**src/design/dmwm_pkg.sv**
```systemverilog
// types and constants shared by the depth map weighted merge block
// no dependencies; every other file imports this package

package dmwm_pkg;

   // field widths of one pixel
   localparam int DEPTH_BITS = 16;
   localparam int COUNT_BITS = 8;
   localparam int PROD_BITS  = DEPTH_BITS + COUNT_BITS;

   // configuration port
   localparam int CSR_INDEX_BITS = 4;
   localparam int CSR_DATA_BITS  = 16;
   localparam logic [CSR_INDEX_BITS-1:0] CSR_MIN_VALID_DEPTH = 4'd0;
   localparam logic [CSR_INDEX_BITS-1:0] CSR_MAX_VALID_DEPTH = 4'd1;

   localparam logic [COUNT_BITS-1:0] COUNT_MAX = {COUNT_BITS{1'b1}};

   typedef struct packed {
      logic [DEPTH_BITS-1:0] stored_depth;
      logic [DEPTH_BITS-1:0] new_depth;
      logic [COUNT_BITS-1:0] count_in;
   } req_payload_type;

   typedef struct packed {
      logic [DEPTH_BITS-1:0] merged_depth;
      logic [COUNT_BITS-1:0] count_out;
   } rsp_payload_type;

   // after range check and multiply
   typedef struct packed {
      logic [DEPTH_BITS-1:0] stored_depth;
      logic [DEPTH_BITS-1:0] new_depth;
      logic [COUNT_BITS-1:0] count_in;
      logic                  stored_ok;
      logic                  new_ok;
      logic [PROD_BITS-1:0]  product;
   } front_type;

   // one step of the restoring divider, with the fall-back result alongside
   typedef struct packed {
      logic                  both_ok;
      logic [DEPTH_BITS-1:0] alt_depth;
      logic [COUNT_BITS-1:0] count_out;
      logic [COUNT_BITS:0]   divisor;
      logic [COUNT_BITS-1:0] rem;
      logic [DEPTH_BITS-1:0] work;
   } div_type;

endpackage

```
**src/design/dmwm_front.sv**
```systemverilog
// first pipeline stage: depth range check and stored depth times count
// depends on dmwm_pkg

module dmwm_front
   import dmwm_pkg::*;
(
   input  logic                  clock,
   input  logic                  reset,
   input  logic                  up_valid,
   output logic                  up_ready,
   input  req_payload_type       up_data,
   input  logic [DEPTH_BITS-1:0] min_depth,
   input  logic [DEPTH_BITS-1:0] max_depth,
   output logic                  down_valid,
   input  logic                  down_ready,
   output front_type             down_data
);

   logic      valid_ff;
   logic      valid_in;
   front_type data_ff;
   front_type data_in;

   // stage moves when empty or when the next stage takes its item
   assign up_ready = !valid_ff || down_ready;
   assign valid_in = up_ready ? up_valid : valid_ff;

   // range test and product
   always_comb begin
      data_in.stored_depth = up_data.stored_depth;
      data_in.new_depth    = up_data.new_depth;
      data_in.count_in     = up_data.count_in;
      data_in.stored_ok    = (up_data.stored_depth >= min_depth)
                             && (up_data.stored_depth <= max_depth);
      data_in.new_ok       = (up_data.new_depth >= min_depth)
                             && (up_data.new_depth <= max_depth);
      data_in.product      = PROD_BITS'(up_data.stored_depth) * PROD_BITS'(up_data.count_in);
   end

   always_ff @(posedge clock) begin
      if (reset) begin
         valid_ff <= 1'b0;
      end else begin
         valid_ff <= valid_in;
      end
   end

   always_ff @(posedge clock) begin
      if (up_ready && up_valid) begin
         data_ff <= data_in;
      end
   end

   assign down_valid = valid_ff;
   assign down_data  = data_ff;

endmodule

```
**src/design/dmwm_prep.sv**
```systemverilog
// second pipeline stage: dividend, divisor, count update and single-depth result
// depends on dmwm_pkg

module dmwm_prep
   import dmwm_pkg::*;
(
   input  logic      clock,
   input  logic      reset,
   input  logic      up_valid,
   output logic      up_ready,
   input  front_type up_data,
   output logic      down_valid,
   input  logic      down_ready,
   output div_type   down_data
);

   logic                 valid_ff;
   logic                 valid_in;
   div_type              data_ff;
   div_type              data_in;
   logic [PROD_BITS-1:0] dividend;

   assign up_ready = !valid_ff || down_ready;
   assign valid_in = up_ready ? up_valid : valid_ff;

   // the quotient always fits the depth width, so the top bits seed the remainder
   assign dividend = up_data.product + PROD_BITS'(up_data.new_depth);

   always_comb begin
      data_in.both_ok = up_data.stored_ok && up_data.new_ok;
      data_in.divisor = {1'b0, up_data.count_in} + (COUNT_BITS+1)'(1);
      data_in.rem     = dividend[PROD_BITS-1:DEPTH_BITS];
      data_in.work    = dividend[DEPTH_BITS-1:0];
      // result when at most one depth is in range
      if (up_data.stored_ok && !up_data.new_ok) begin
         data_in.alt_depth = up_data.stored_depth;
      end else if (!up_data.stored_ok && up_data.new_ok) begin
         data_in.alt_depth = up_data.new_depth;
      end else begin
         data_in.alt_depth = '0;
      end
      // count update, saturating
      if (up_data.stored_ok && up_data.new_ok) begin
         data_in.count_out = (up_data.count_in == COUNT_MAX) ? COUNT_MAX
                             : up_data.count_in + COUNT_BITS'(1);
      end else if (up_data.stored_ok || up_data.new_ok) begin
         data_in.count_out = COUNT_BITS'(1);
      end else begin
         data_in.count_out = up_data.count_in;
      end
   end

   always_ff @(posedge clock) begin
      if (reset) begin
         valid_ff <= 1'b0;
      end else begin
         valid_ff <= valid_in;
      end
   end

   always_ff @(posedge clock) begin
      if (up_ready && up_valid) begin
         data_ff <= data_in;
      end
   end

   assign down_valid = valid_ff;
   assign down_data  = data_ff;

endmodule

```
**src/design/dmwm_div_step.sv**
```systemverilog
// one stage of the pipelined restoring divider: one quotient bit per stage
// depends on dmwm_pkg

module dmwm_div_step
   import dmwm_pkg::*;
(
   input  logic    clock,
   input  logic    reset,
   input  logic    up_valid,
   output logic    up_ready,
   input  div_type up_data,
   output logic    down_valid,
   input  logic    down_ready,
   output div_type down_data
);

   logic                valid_ff;
   logic                valid_in;
   div_type             data_ff;
   div_type             data_in;
   logic [COUNT_BITS:0] trial;
   logic [COUNT_BITS:0] diff;
   logic                fits;

   assign up_ready = !valid_ff || down_ready;
   assign valid_in = up_ready ? up_valid : valid_ff;

   // shift in the next dividend bit and try the subtract
   assign trial = {up_data.rem, up_data.work[DEPTH_BITS-1]};
   assign diff  = trial - up_data.divisor;
   assign fits  = trial >= up_data.divisor;

   always_comb begin
      data_in      = up_data;
      data_in.rem  = fits ? diff[COUNT_BITS-1:0] : trial[COUNT_BITS-1:0];
      data_in.work = {up_data.work[DEPTH_BITS-2:0], fits};
   end

   always_ff @(posedge clock) begin
      if (reset) begin
         valid_ff <= 1'b0;
      end else begin
         valid_ff <= valid_in;
      end
   end

   always_ff @(posedge clock) begin
      if (up_ready && up_valid) begin
         data_ff <= data_in;
      end
   end

   assign down_valid = valid_ff;
   assign down_data  = data_ff;

endmodule

```
**src/design/depth_map_weighted_merge_top.sv**
```systemverilog
// top level of the depth map weighted merge: range registers, pipeline, output register
// depends on dmwm_pkg, dmwm_front, dmwm_prep, dmwm_div_step

// Fuses two depth maps pixel by pixel as a running average weighted by the
// pixel's fusion count. One pixel is taken every cycle unless the output stalls;
// each result passes one stage for the range test and multiply, one to form
// dividend and divisor, 16 divider stages that each produce one quotient bit,
// and the output register. Every stage stalls only when it holds an item that
// the next one cannot take, so gaps close up under back-pressure. The valid
// depth range is to be written through the csr port only while no pixel is in
// flight; the block does not enforce this. Writes to unknown indexes are ignored.

module depth_map_weighted_merge_top
   import dmwm_pkg::*;
(
   input  logic                      clock,
   input  logic                      reset,
   input  logic                      req_valid,
   output logic                      req_ready,
   input  req_payload_type           req_payload,
   output logic                      rsp_valid,
   input  logic                      rsp_ready,
   output rsp_payload_type           rsp_payload,
   input  logic                      csr_valid,
   output logic                      csr_ready,
   input  logic [CSR_INDEX_BITS-1:0] csr_index,
   input  logic [CSR_DATA_BITS-1:0]  csr_wdata
);

   logic [DEPTH_BITS-1:0]               min_depth_ff;
   logic [DEPTH_BITS-1:0]               max_depth_ff;
   logic [DEPTH_BITS+CSR_DATA_BITS-1:0] wdata_wide;
   logic [DEPTH_BITS+CSR_DATA_BITS-1:0] max_reset_wide;

   logic      front_valid;
   logic      front_ready;
   front_type front_data;

   logic    div_valid [0:DEPTH_BITS];
   logic    div_ready [0:DEPTH_BITS];
   div_type div_data  [0:DEPTH_BITS];

   logic            rsp_valid_ff;
   logic            rsp_valid_in;
   rsp_payload_type rsp_ff;
   rsp_payload_type rsp_in;
   logic            out_ready;

   // configuration registers
   assign csr_ready      = 1'b1;
   assign wdata_wide     = {{DEPTH_BITS{1'b0}}, csr_wdata};
   assign max_reset_wide = {{DEPTH_BITS{1'b0}}, {CSR_DATA_BITS{1'b1}}};

   always_ff @(posedge clock) begin
      if (reset) begin
         min_depth_ff <= DEPTH_BITS'(1);
         max_depth_ff <= max_reset_wide[DEPTH_BITS-1:0];
      end else if (csr_valid && csr_ready) begin
         case (csr_index)
            CSR_MIN_VALID_DEPTH: begin
               min_depth_ff <= wdata_wide[DEPTH_BITS-1:0];
            end
            CSR_MAX_VALID_DEPTH: begin
               max_depth_ff <= wdata_wide[DEPTH_BITS-1:0];
            end
            default: begin
            end
         endcase
      end
   end

   // range check and multiply
   dmwm_front u_front (
      .clock      (clock),
      .reset      (reset),
      .up_valid   (req_valid),
      .up_ready   (req_ready),
      .up_data    (req_payload),
      .min_depth  (min_depth_ff),
      .max_depth  (max_depth_ff),
      .down_valid (front_valid),
      .down_ready (front_ready),
      .down_data  (front_data)
   );

   // divider set-up
   dmwm_prep u_prep (
      .clock      (clock),
      .reset      (reset),
      .up_valid   (front_valid),
      .up_ready   (front_ready),
      .up_data    (front_data),
      .down_valid (div_valid[0]),
      .down_ready (div_ready[0]),
      .down_data  (div_data[0])
   );

   // divider chain
   for (genvar i = 0; i < DEPTH_BITS; i++) begin : g_div
      dmwm_div_step u_step (
         .clock      (clock),
         .reset      (reset),
         .up_valid   (div_valid[i]),
         .up_ready   (div_ready[i]),
         .up_data    (div_data[i]),
         .down_valid (div_valid[i+1]),
         .down_ready (div_ready[i+1]),
         .down_data  (div_data[i+1])
      );
   end

   // output register with the final choice of result
   assign out_ready                = !rsp_valid_ff || rsp_ready;
   assign div_ready[DEPTH_BITS]    = out_ready;
   assign rsp_valid_in             = out_ready ? div_valid[DEPTH_BITS] : rsp_valid_ff;
   assign rsp_in.merged_depth      = div_data[DEPTH_BITS].both_ok ? div_data[DEPTH_BITS].work
                                     : div_data[DEPTH_BITS].alt_depth;
   assign rsp_in.count_out         = div_data[DEPTH_BITS].count_out;

   always_ff @(posedge clock) begin
      if (reset) begin
         rsp_valid_ff <= 1'b0;
      end else begin
         rsp_valid_ff <= rsp_valid_in;
      end
   end

   always_ff @(posedge clock) begin
      if (out_ready && div_valid[DEPTH_BITS]) begin
         rsp_ff <= rsp_in;
      end
   end

   assign rsp_valid   = rsp_valid_ff;
   assign rsp_payload = rsp_ff;

   // a non-zero depth always comes with at least one observation
   a_count_nonzero : assert property (@(posedge clock) disable iff (reset)
      rsp_valid_ff && (rsp_ff.merged_depth != '0) |-> rsp_ff.count_out != '0)
      else $error("merged depth without a counted observation");

   // divider remainder stays below the divisor
   a_rem_bound : assert property (@(posedge clock) disable iff (reset)
      div_valid[DEPTH_BITS] |->
         ({1'b0, div_data[DEPTH_BITS].rem} < div_data[DEPTH_BITS].divisor))
      else $error("divider remainder not below divisor");

   // a stalled output keeps the last divider stage full
   a_stall_hold : assert property (@(posedge clock) disable iff (reset)
      div_valid[DEPTH_BITS] && rsp_valid_ff && !rsp_ready |=> div_valid[DEPTH_BITS])
      else $error("item dropped from last divider stage under stall");

   // minimum range register takes the written value
   a_min_write : assert property (@(posedge clock) disable iff (reset)
      csr_valid && csr_ready && (csr_index == CSR_MIN_VALID_DEPTH) |=>
         min_depth_ff == $past(wdata_wide[DEPTH_BITS-1:0]))
      else $error("minimum depth register not updated by write");

endmodule
```
**config.mk**
```make
export PLATFORM = sky130hd
export DESIGN_NAME = depth_map_weighted_merge_top
export DESIGN_NICKNAME = d
export VERILOG_FILES = /design/src/design/dmwm_pkg.sv /design/src/design/dmwm_front.sv /design/src/design/dmwm_prep.sv /design/src/design/dmwm_div_step.sv /design/src/design/depth_map_weighted_merge_top.sv
export SDC_FILE = /design/constraint.sdc
export NUM_CORES = 1
export LEC_CHECK = 0
export ABC_AREA = 1
export ABC_CLOCK_PERIOD_IN_PS = 5700
export BUFFER_PORTS_ARGS = -buffer_cell sky130_fd_sc_hd__buf_4
export CORE_MARGIN = 3
export CORE_UTILIZATION = 55
export DETAILED_ROUTE_END_ITERATION = 8
export GPL_TIMING_DRIVEN = 0
export PLACE_DENSITY_LB_ADDON = 0.05
export SETUP_SLACK_MARGIN = 0.15
export SLEW_MARGIN = 0
export SYNTH_ARGS = -nofsm -noshare
export SYNTH_HDL_FRONTEND = slang
export SYNTH_SLANG_ARGS = --single-unit
```
**constraint.sdc**
```tcl
create_clock -name clock -period 5.7 [get_ports clock]
set_input_delay 0.855 -clock clock [delete_from_list [all_inputs] [get_ports clock]]
set_output_delay 0.855 -clock clock [all_outputs]
set_load 0.01 [all_outputs]
```
# [Word-level counts from Yosys, hierarchy flattened]
# Index checks and enable logic that the tools add are counted.
[totals] elab_cells=259 memories=0 input_bits=65 reg_bits=1110 mem_bits_rw=0 latch_bits=0 romBits=0 output_inout_bits=27
[classes] div=0 add_sub_neg=18 bitwise=0 order_cmp=20 shifts=0 n_reduce_logical=68 muxes=21 n_eq_ne=2 multipliers=1
[op_table] op=">= comparator 9 bit" count=16
[op_table] op="2-to-1 mux 8 bit" count=18
[op_table] op="subtractor 8 bit" count=15
[op_table] op="2-to-1 mux 16 bit" count=3
[op_table] op=">= comparator 16 bit" count=2
[op_table] op="less-or-equal comparator 16 bit" count=2
[op_table] op="adder 24 x 16 -> 24 bit" count=1
[op_table] op="logical AND 1 bit" count=24
[op_table] op="multiplier 16 x 8 -> 24 bit" count=1
[op_table] op="logical NOT 1 bit" count=21
[op_table] op="logical OR 1 bit" count=20
[op_table] op="adder 8 x 1 -> 9 bit, second input constant" count=1
[op_table] op="adder 8 x 1 -> 8 bit, second input constant" count=1
[op_table] op="equality test 8 bit, second input constant" count=1
[op_table] op="equality test 4 x 1 -> 1 bit, second input constant" count=1
[op_table] op="logical NOT 4 bit" count=1
[op_table] op="AND reduction 2 bit" count=2

# [Depth between registers and ports, before layout]
# Gate-level depths: netlist of the first run.
[logic_depth] word_depth=21 ltp_mapped=23

# [By module]
# Synthesis of the first run repeated with hierarchy kept, for this count alone.
[hier_totals] hier_cells=4837 hier_area_um2=54562.3
[by_module_without_submodules] mod="dmwm_div_step (g_div[0].u_step ...)" seq_area_each_um2=1761.7 area_per_inst_um2=2504.9 cells_each=191 instances=11
[by_module_without_submodules] mod="dmwm_front" seq_area_each_um2=2001.9 area_per_inst_um2=8244.2 cells_each=1047 instances=1
[by_module_without_submodules] mod="dmwm_div_step (g_div[3].u_step ...)" seq_area_each_um2=1761.7 area_per_inst_um2=2514.9 cells_each=192 instances=3
[by_module_without_submodules] mod="dmwm_prep" seq_area_each_um2=1761.7 area_per_inst_um2=3781.1 cells_each=469 instances=1
[by_module_without_submodules] mod="depth_map_weighted_merge_top" seq_area_each_um2=1381.3 area_per_inst_um2=2487.4 cells_each=260 instances=1
[by_module_without_submodules] mod="dmwm_div_step (g_div[6].u_step)" seq_area_each_um2=1761.7 area_per_inst_um2=2476.1 cells_each=192 instances=1
[by_module_without_submodules] mod="dmwm_div_step (g_div[2].u_step)" seq_area_each_um2=1761.7 area_per_inst_um2=2474.9 cells_each=192 instances=1

# [Least setup slack after synthesis of the first run]
# OpenSTA, ideal clock, no wires.
[synth_path] kind="input -> register" start="input port req_payload[7] (netlist bit)" end="register u_front.data_ff, in the netlist u_front.down_data[19] (data pin)" slack_ns=0.376 arrival_ns=5.065 path_buffers=2 setup_ns=0.259 cell_stages=19 required_time_ns=5.441 cell_sequence="clkbuf_1 > clkbuf_1 > nand2_1 > fa_1 > fa_1 > inv_1 > fa_1 > inv_1 > fa_1 > inv_1 > ha_1 > nand2_1 > o21ai_0 > nand2_1 > o211ai_1 > a31oi_1 > o21ai_0 > a21oi_1 > xnor2_1"
[synth_lines] item="from (decl)" line="depth_map_weighted_merge_top.sv:20" rtl="input req_payload_type req_payload,"
[synth_lines] item="to (signal assigned)" line="dmwm_front.sv:50" rtl="data_ff <= data_in;"
[synth_lines] item="to (decl)" line="dmwm_front.sv:21" rtl="front_type data_ff;"

==> run metrics, run 1 <==
status finished clean; CP Launch Type primary input; hold_buf cts 0; CTS Buf Count 109; H-tree depth 3; Hold Startpoint g_div[8].u_step.down_data[38]$_DFFE_PP_; worst-case reg-to-reg path depth 12; R2R Path Start rsp_valid$_SDFFE_PP0P_; nets 4110; post-route cell area 53880 µm²; Mapped Avg Cell Area 13.77 µm²; most instantiated library cell after synthesis edfxtp_1; Fmax achieved 193.9 MHz; worst path arrival time 5.58 ns; # rows 107; sequential fraction of the synthesis area 68.82%; Synth top area share 66.68%; io pins 92; Horiz. Die Dim 300.5 µm; ys async rst share 0%; Post-DRT Antenna Nets 0; layout cell share with drive strength beyond 1 9.658%; PortBufs 89; PD cells 346.7 nW/µm²; gpl congestion 0.8797; crit-path max FO 9; setup bufs post-CTS 0; Post-Syn Nets 3897; core area 85550 µm²; antenna violations before repair 1; vias in the first global route 25910; pin count of the biggest net entering global routing 44; crit path from req_payload[24]; first-pass GRT wire length 132.6 mm; Synth cell types 41; R2R Path End u_front.down_data[12]$_DFFE_PP_; total die area 90280 µm²; drc violations 0; via-per-instance ratio 5.161; CTS tree yes; Worst EP required 6.12 ns; mean routed wirelength per cell 16.57 µm; Post-Syn Instances 3463; YS warnings 0; RSZ-0062 raised after global routing no; Post-synth top cells edfxtp_1 (1059), inv_1 (582), nand2_1 (397); WHS Path Cells 0; Routed Wire Length 81.44 mm; period utilization 90.50%; largest cells by area after synthesis edfxtp_1 (67%), ha_1 (7.1%), inv_1 (4.6%), fa_1 (4.2%), nand2_1 (3.1%); peak supply drop 0.2858 mV; Clock Skew 0.06914 ns; Max-cap violations 0; Worst Hold Class reg2reg; ys flop type edfxtp_1; Initial Util 55.75%; Congestion Overflow GR 0; EDFF count, synth 1059; CTS Buffer Depth 3; total number of vias 25360; synthesized flop and latch total 1110; setup violators final 0; worst setup margin 0.5416 ns; Worst Hold Endpoint g_div[9].u_step.down_data[38]$_DFFE_PP_; Area after DPL 50230 µm²; # clock sinks 1110; CTS root buf clkbuf_16; minimum clock period 5.158 ns; dominant cell type by area after synthesis edfxtp_1; DR iter-0 viols 1623; crit end category flip-flop; max-slew violations 0; Detailed Routing Iterations Pass 1 5; Final HPWL DP 60.04 mm; FF-to-FF setup slack 2.86 ns; Worst-Margin Slew 0.9233 ns; clk slew on worst S/H paths 0.06 ns; area added between synthesis and finish 12.97%; post-synthesis cell area 47690 µm²; GRT Util Overall 18.41%; DIE HEIGHT 300.5 µm; hold_ws 0.3549 ns; Slew Limit Headroom 38.30%; final hold violation count 0; critical path type in2reg; Leak 21.45 nW; Core Util, Final 62.98%; clock latency on the worst-skew pair 0.69 ns; Post-Place Setup Slack -0.6933 ns
-- power by group --
group | switching (mW) | internal, mW
Combinational | 1.43 | 0.890
Sequential | 0.0964 | 9.19
Clock | 2.98 | 4.10
Total | 4.50 | 14.2
-- layout by cell type (no fill, tap or decap), drive strengths merged, types with 40 or more instances in the layout --
master / instances
ha: 269
nand3: 82
edfxtp: 1059
xnor2: 47
nand2: 397
inv: 583
buf: 124
o21ai: 161
xor2: 89
a21oi: 246
dfxtp: 51
nor2: 167
clkbuf: 188
fa: 100
clkinv: 47
nand4: 40
-- layout make-up --
cell class	instances	area, µm²
antenna	1	2.502
buffer	63	311.5
clock buffer	141	2908
clock inverter	63	750.7
fill	6268	31670
inverter	582	2185
multi-input combinational	1702	12420
sequential	1110	32820
tap	1144	1431
timing repair buffer	108	1044
-- routing by layer --
metal	share of wire [%]	GRT usage (%)	vias to the layer above	wire, µm
met2	52	32.95	502	42120
met4	3.2	6.454	0	2572
met5	0	0	-	0
met1	41	22.80	12300	33560
li1	-	-	12390	-
met3	3.9	2.805	175	3182
-- kinds of logic after synthesis --
group           count (synthesis)  synth area share (%)
mux                            16                0.3778
other cells                     1              0.007863
buf+inv                       651                 5.265
simple gates                  715                 6.504
xor+xnor                      136                 2.498
fa+ha+maj                     369                 11.26
flops                        1110                 68.82
compound gates                465                 5.271
-- worst max-delay path: stages --
cell	delay, ns
buf_4	0.11
clkbuf_1	0.42
nand2_1	0.15
fa_1	0.52
fa_1	0.55
inv_1	0.06
fa_1	0.55
inv_1	0.08
fa_1	0.53
inv_1	0.04
ha_1	0.35
a21oi_1	0.20
o21ai_0	0.18
nand2_1	0.10
o211ai_1	0.11
a31oi_1	0.33
o21bai_1	0.14
nand3_1	0.09
nand2_1	0.06
xor2_1	0.14
-- flip-flops by register name, indices dropped and copies added, names as in the netlist --
signal	cells
g_div.u_step.down_valid	16
max_depth_ff	16
u_front.down_valid	1
u_prep.down_data	58
rsp_valid	1
min_depth_ff	16
u_front.down_data	66
u_prep.down_valid	1
g_div.u_step.down_data	911
rsp_payload	24
-- worst max path at each step --
stage	endpoint	depth (start not counted)	slack [ns]
CTS	u_front.down_data[19]$_DFFE_PP_	20	0.17
global route	u_front.down_data[20]$_DFFE_PP_	20	0.21
global placement	u_front.down_data[19]$_DFFE_PP_	20	-0.65
floorplan	u_front.down_data[19]$_DFFE_PP_	19	0.38
finish	u_front.down_data[20]$_DFFE_PP_	20	0.54
detailed placement	u_front.down_data[19]$_DFFE_PP_	20	-0.69
-- repair_timing --
item | CTS | global route
hold endpoints to repair | 0 | 0
resized for setup | 5 | 3
pin swaps | 0 | 0
endpoints found under the setup margin | 3 | 7
-- through the flow --
step / instances / setup TNS, ns / power, mW
floorplan: 3463 / 0 / 11.14
global placement: 4696 / -29.39 / 11.73
detailed placement: 4715 / -5.294 / 11.78
CTS: 4919 / 0 / 18.92
global route: 4913 / 0 / 19.57
finish: 4914 / 0 / 18.68
Power figures use the tool's default switching activity.
==> run 2, diff against run 1 <==
- ABC_CLOCK_PERIOD_IN_PS: 5700 -> 4800
- SKIP_LAST_GASP: not set -> 1
- clock period: 5.7 -> 4.8 ns (I/O delays scaled with it)
==> run metrics, run 2 (synthesized netlist as in run 1, its figures left out) <==
status finished clean (unchanged); CP top delay family adder cells (unchanged); Worst-Margin Slew 0.9130 ns (was 0.9233 ns); Post-DRT Antenna Nets 0 (unchanged); total number of vias 25350 (was 25360); Horiz. Die Dim 300.5 µm (unchanged); CTS Buffer Depth 3 (unchanged); Largest register FFs 911 (unchanged); clock latency on the worst-skew pair 0.68 ns (was 0.69 ns); DR iter-0 viols 1546 (was 1623); Worst Hold Class in2reg (was reg2reg); Initial Util 55.75% (unchanged); Max-cap violations 0 (unchanged); Worst Path Buf+Inv 8 (was 5); GRT Util Overall 18.29% (was 18.41%); Detailed Routing Iterations Pass 1 5 (unchanged); minimum clock period 4.509 ns; core area 85550 µm² (unchanged); RSZ-0062 raised after global routing yes (was no); Fmax achieved 221.8 MHz; Slew Limit Headroom 38.99% (was 38.30%); layout cell share with drive strength beyond 1 10.80% (was 9.658%); R2R Path End u_front.down_data[1]$_DFFE_PP_ (was u_front.down_data[12]$_DFFE_PP_); Leak 21.54 nW (was 21.45 nW); setup violators final 0 (unchanged); max-slew violations 0 (unchanged); io pins 92 (unchanged); peak supply drop 0.3202 mV (was 0.2858 mV); overall power 22.61 mW (was 18.68 mW); met3 GRT Util 2.906% (was 2.805%); total die area 90280 µm² (unchanged); pin count of the biggest net entering global routing 45 (was 44); final hold violation count 0 (unchanged); GR peak layer met2 (unchanged); slowest stage delay, CP 0.58 ns (was 0.55 ns); crit-path max FO 10 (was 9); worst path arrival time 4.94 ns (was 5.58 ns); drc violations 0 (unchanged); grt met2 use 32.29% (was 32.95%); clk slew on worst S/H paths 0.07 ns (was 0.06 ns); # rows 107 (unchanged); CTS root buf clkbuf_16 (unchanged); grt met1 use 22.87% (was 22.80%); crit end category flip-flop (unchanged); crit-path cells buf_4 -> clkbuf_8 -> clkbuf_8 -> nand2_1 -> inv_1 -> fa_1 -> inv_1 -> fa_1 -> inv_1 -> fa_1 -> inv_1 -> fa_1 -> inv_1 -> ha_4 -> nand2_2 -> nor4_4 -> nand4_1 -> nand3_2 -> a21oi_1 -> nor2_1 -> nor2_1 -> xor2_1 (was buf_4 -> clkbuf_1 -> nand2_1 -> fa_1 -> fa_1 -> inv_1 -> fa_1 -> inv_1 -> fa_1 -> inv_1 -> ha_1 -> a21oi_1 -> o21ai_0 -> nand2_1 -> o211ai_1 -> a31oi_1 -> o21bai_1 -> nand3_1 -> nand2_1 -> xor2_1); CP Depth 22 (was 20); DIE HEIGHT 300.5 µm (unchanged); Clock Skew 0.05650 ns (was 0.06914 ns); CTS tree yes (unchanged); worst-case reg-to-reg path depth 12 (unchanged); most common cell after layout, fill and taps aside edfxtp_1 (unchanged); critical path type in2reg (unchanged); most frequent cells in the layout edfxtp_1 (1059), inv_1 (569), nand2_1 (392) (was edfxtp_1 (1059), inv_1 (572), nand2_1 (397)); CP Launch Type primary input (unchanged); hold_buf cts 0 (unchanged); H-tree depth 3 (unchanged); PD cells 417.1 nW/µm² (was 346.7 nW/µm²); nets 4106 (was 4110); CP max-delay cell fa_1 (unchanged); Routed Wire Length 81.24 mm (was 81.44 mm); FF-to-FF setup slack 1.95 ns (was 2.86 ns); via-per-instance ratio 5.161 (about the same); Final HPWL DP 60.09 mm (was 60.04 mm); crit path from req_payload[5] (was req_payload[24]); Congestion Overflow GR 0 (unchanged); period utilization 93.93%; end of the critical path u_front.down_data[23]$_DFFE_PP_ (was u_front.down_data[20]$_DFFE_PP_); ANT cells 0 (was 1); area added between synthesis and finish 13.69% (was 12.97%); vias in the first global route 25740 (was 25910); Worst EP required 5.23 ns (was 6.12 ns); antenna violations before repair 0 (was 1); CTS Buf Count 110 (was 109); PortBufs 89 (unchanged); # clock sinks 1110 (unchanged); first-pass GRT wire length 131.6 mm (was 132.6 mm); R2R Path Start g_div[15].u_step.down_valid$_SDFFE_PP0P_ (was rsp_valid$_SDFFE_PP0P_); setup_tns 0 ns (unchanged); mean routed wirelength per cell 16.54 µm (was 16.57 µm); gpl congestion 0.8944 (was 0.8797); Worst path most repeated cell inv_1 (was fa_1)
[run 2: changes by cell type in the layout (fill, tap and decap cells not counted), sizes merged]
cell / delta
clkinvlp: +1
buf: +1
inv: +1
clkinv: +9
bufinv: +3
diode: -1
clkbuf: -17
[run 2: final cells by class]
type,instances,area (µm²)
timing repair buffer,109,1051
fill,6269,31330
clock buffer,130,2828
clock inverter,77,875.8
inverter,582,2185
sequential,1110,32820
buffer,57,405.4
multi-input combinational,1702,12620
tap,1144,1431
[run 2: layer usage]
metal  vias up  part of all wire (%)
met5         -                     0
met4         0                   3.2
met3       169                   4.5
met2       524                    52
met1     12250                    41
li1      12400                     -
[run 2: power by group]
group          total [mW]  internal [mW]  switching [mW]  leakage (nW)
Sequential           11.0           10.9           0.116          10.0
Combinational        3.07           1.25            1.82          9.72
Clock                8.52           4.96            3.56          1.78
[run 2: worst min path at each step]
stage / startpoint / to / cells past startpoint
2_1_floorplan: u_prep.down_data[9]$_DFFE_PP_ / g_div[0].u_step.down_data[10]$_DFFE_PP_ / 0
3_3_place_gp: g_div[9].u_step.down_data[55]$_DFFE_PP_ / g_div[10].u_step.down_data[55]$_DFFE_PP_ / 0
3_5_place_dp: u_prep.down_data[3]$_DFFE_PP_ / g_div[0].u_step.down_data[4]$_DFFE_PP_ / 0
4_1_cts: req_payload[7] / u_front.down_data[33]$_DFFE_PP_ / 1
5_1_grt: req_payload[7] / u_front.down_data[33]$_DFFE_PP_ / 1
6_report: req_payload[7] / u_front.down_data[33]$_DFFE_PP_ / 1
[run 2: what timing repair did]
item / CTS / global route
pin swaps: 0 / 1
gates cloned: 0 / 0
endpoints found under the setup margin: 1 / 9
setup buffers: 0 / 1
gates resized for setup: 0 / 12
[run 2: per-stage QoR]
| stage | worst slack (ns) | instances | util [%] | hold WS (ns) | area [µm²] |
|---|---|---|---|---|---|
| 2_1_floorplan | 0.1478 | 3463 | - | 0.4003 | 47970 |
| 6_report | 0.2913 | 4911 | 63.38 | 0.2285 | 54220 |
| 5_1_grt | 0.1360 | 4911 | 63.38 | 0.1903 | 54220 |
| 4_1_cts | 0.1864 | 4920 | 63.37 | 0.1799 | 54210 |
| 3_3_place_gp | -1.363 | 4696 | 58.53 | 0.4002 | 50070 |
| 3_5_place_dp | -0.6056 | 4715 | 59.05 | 0.4045 | 50520 |
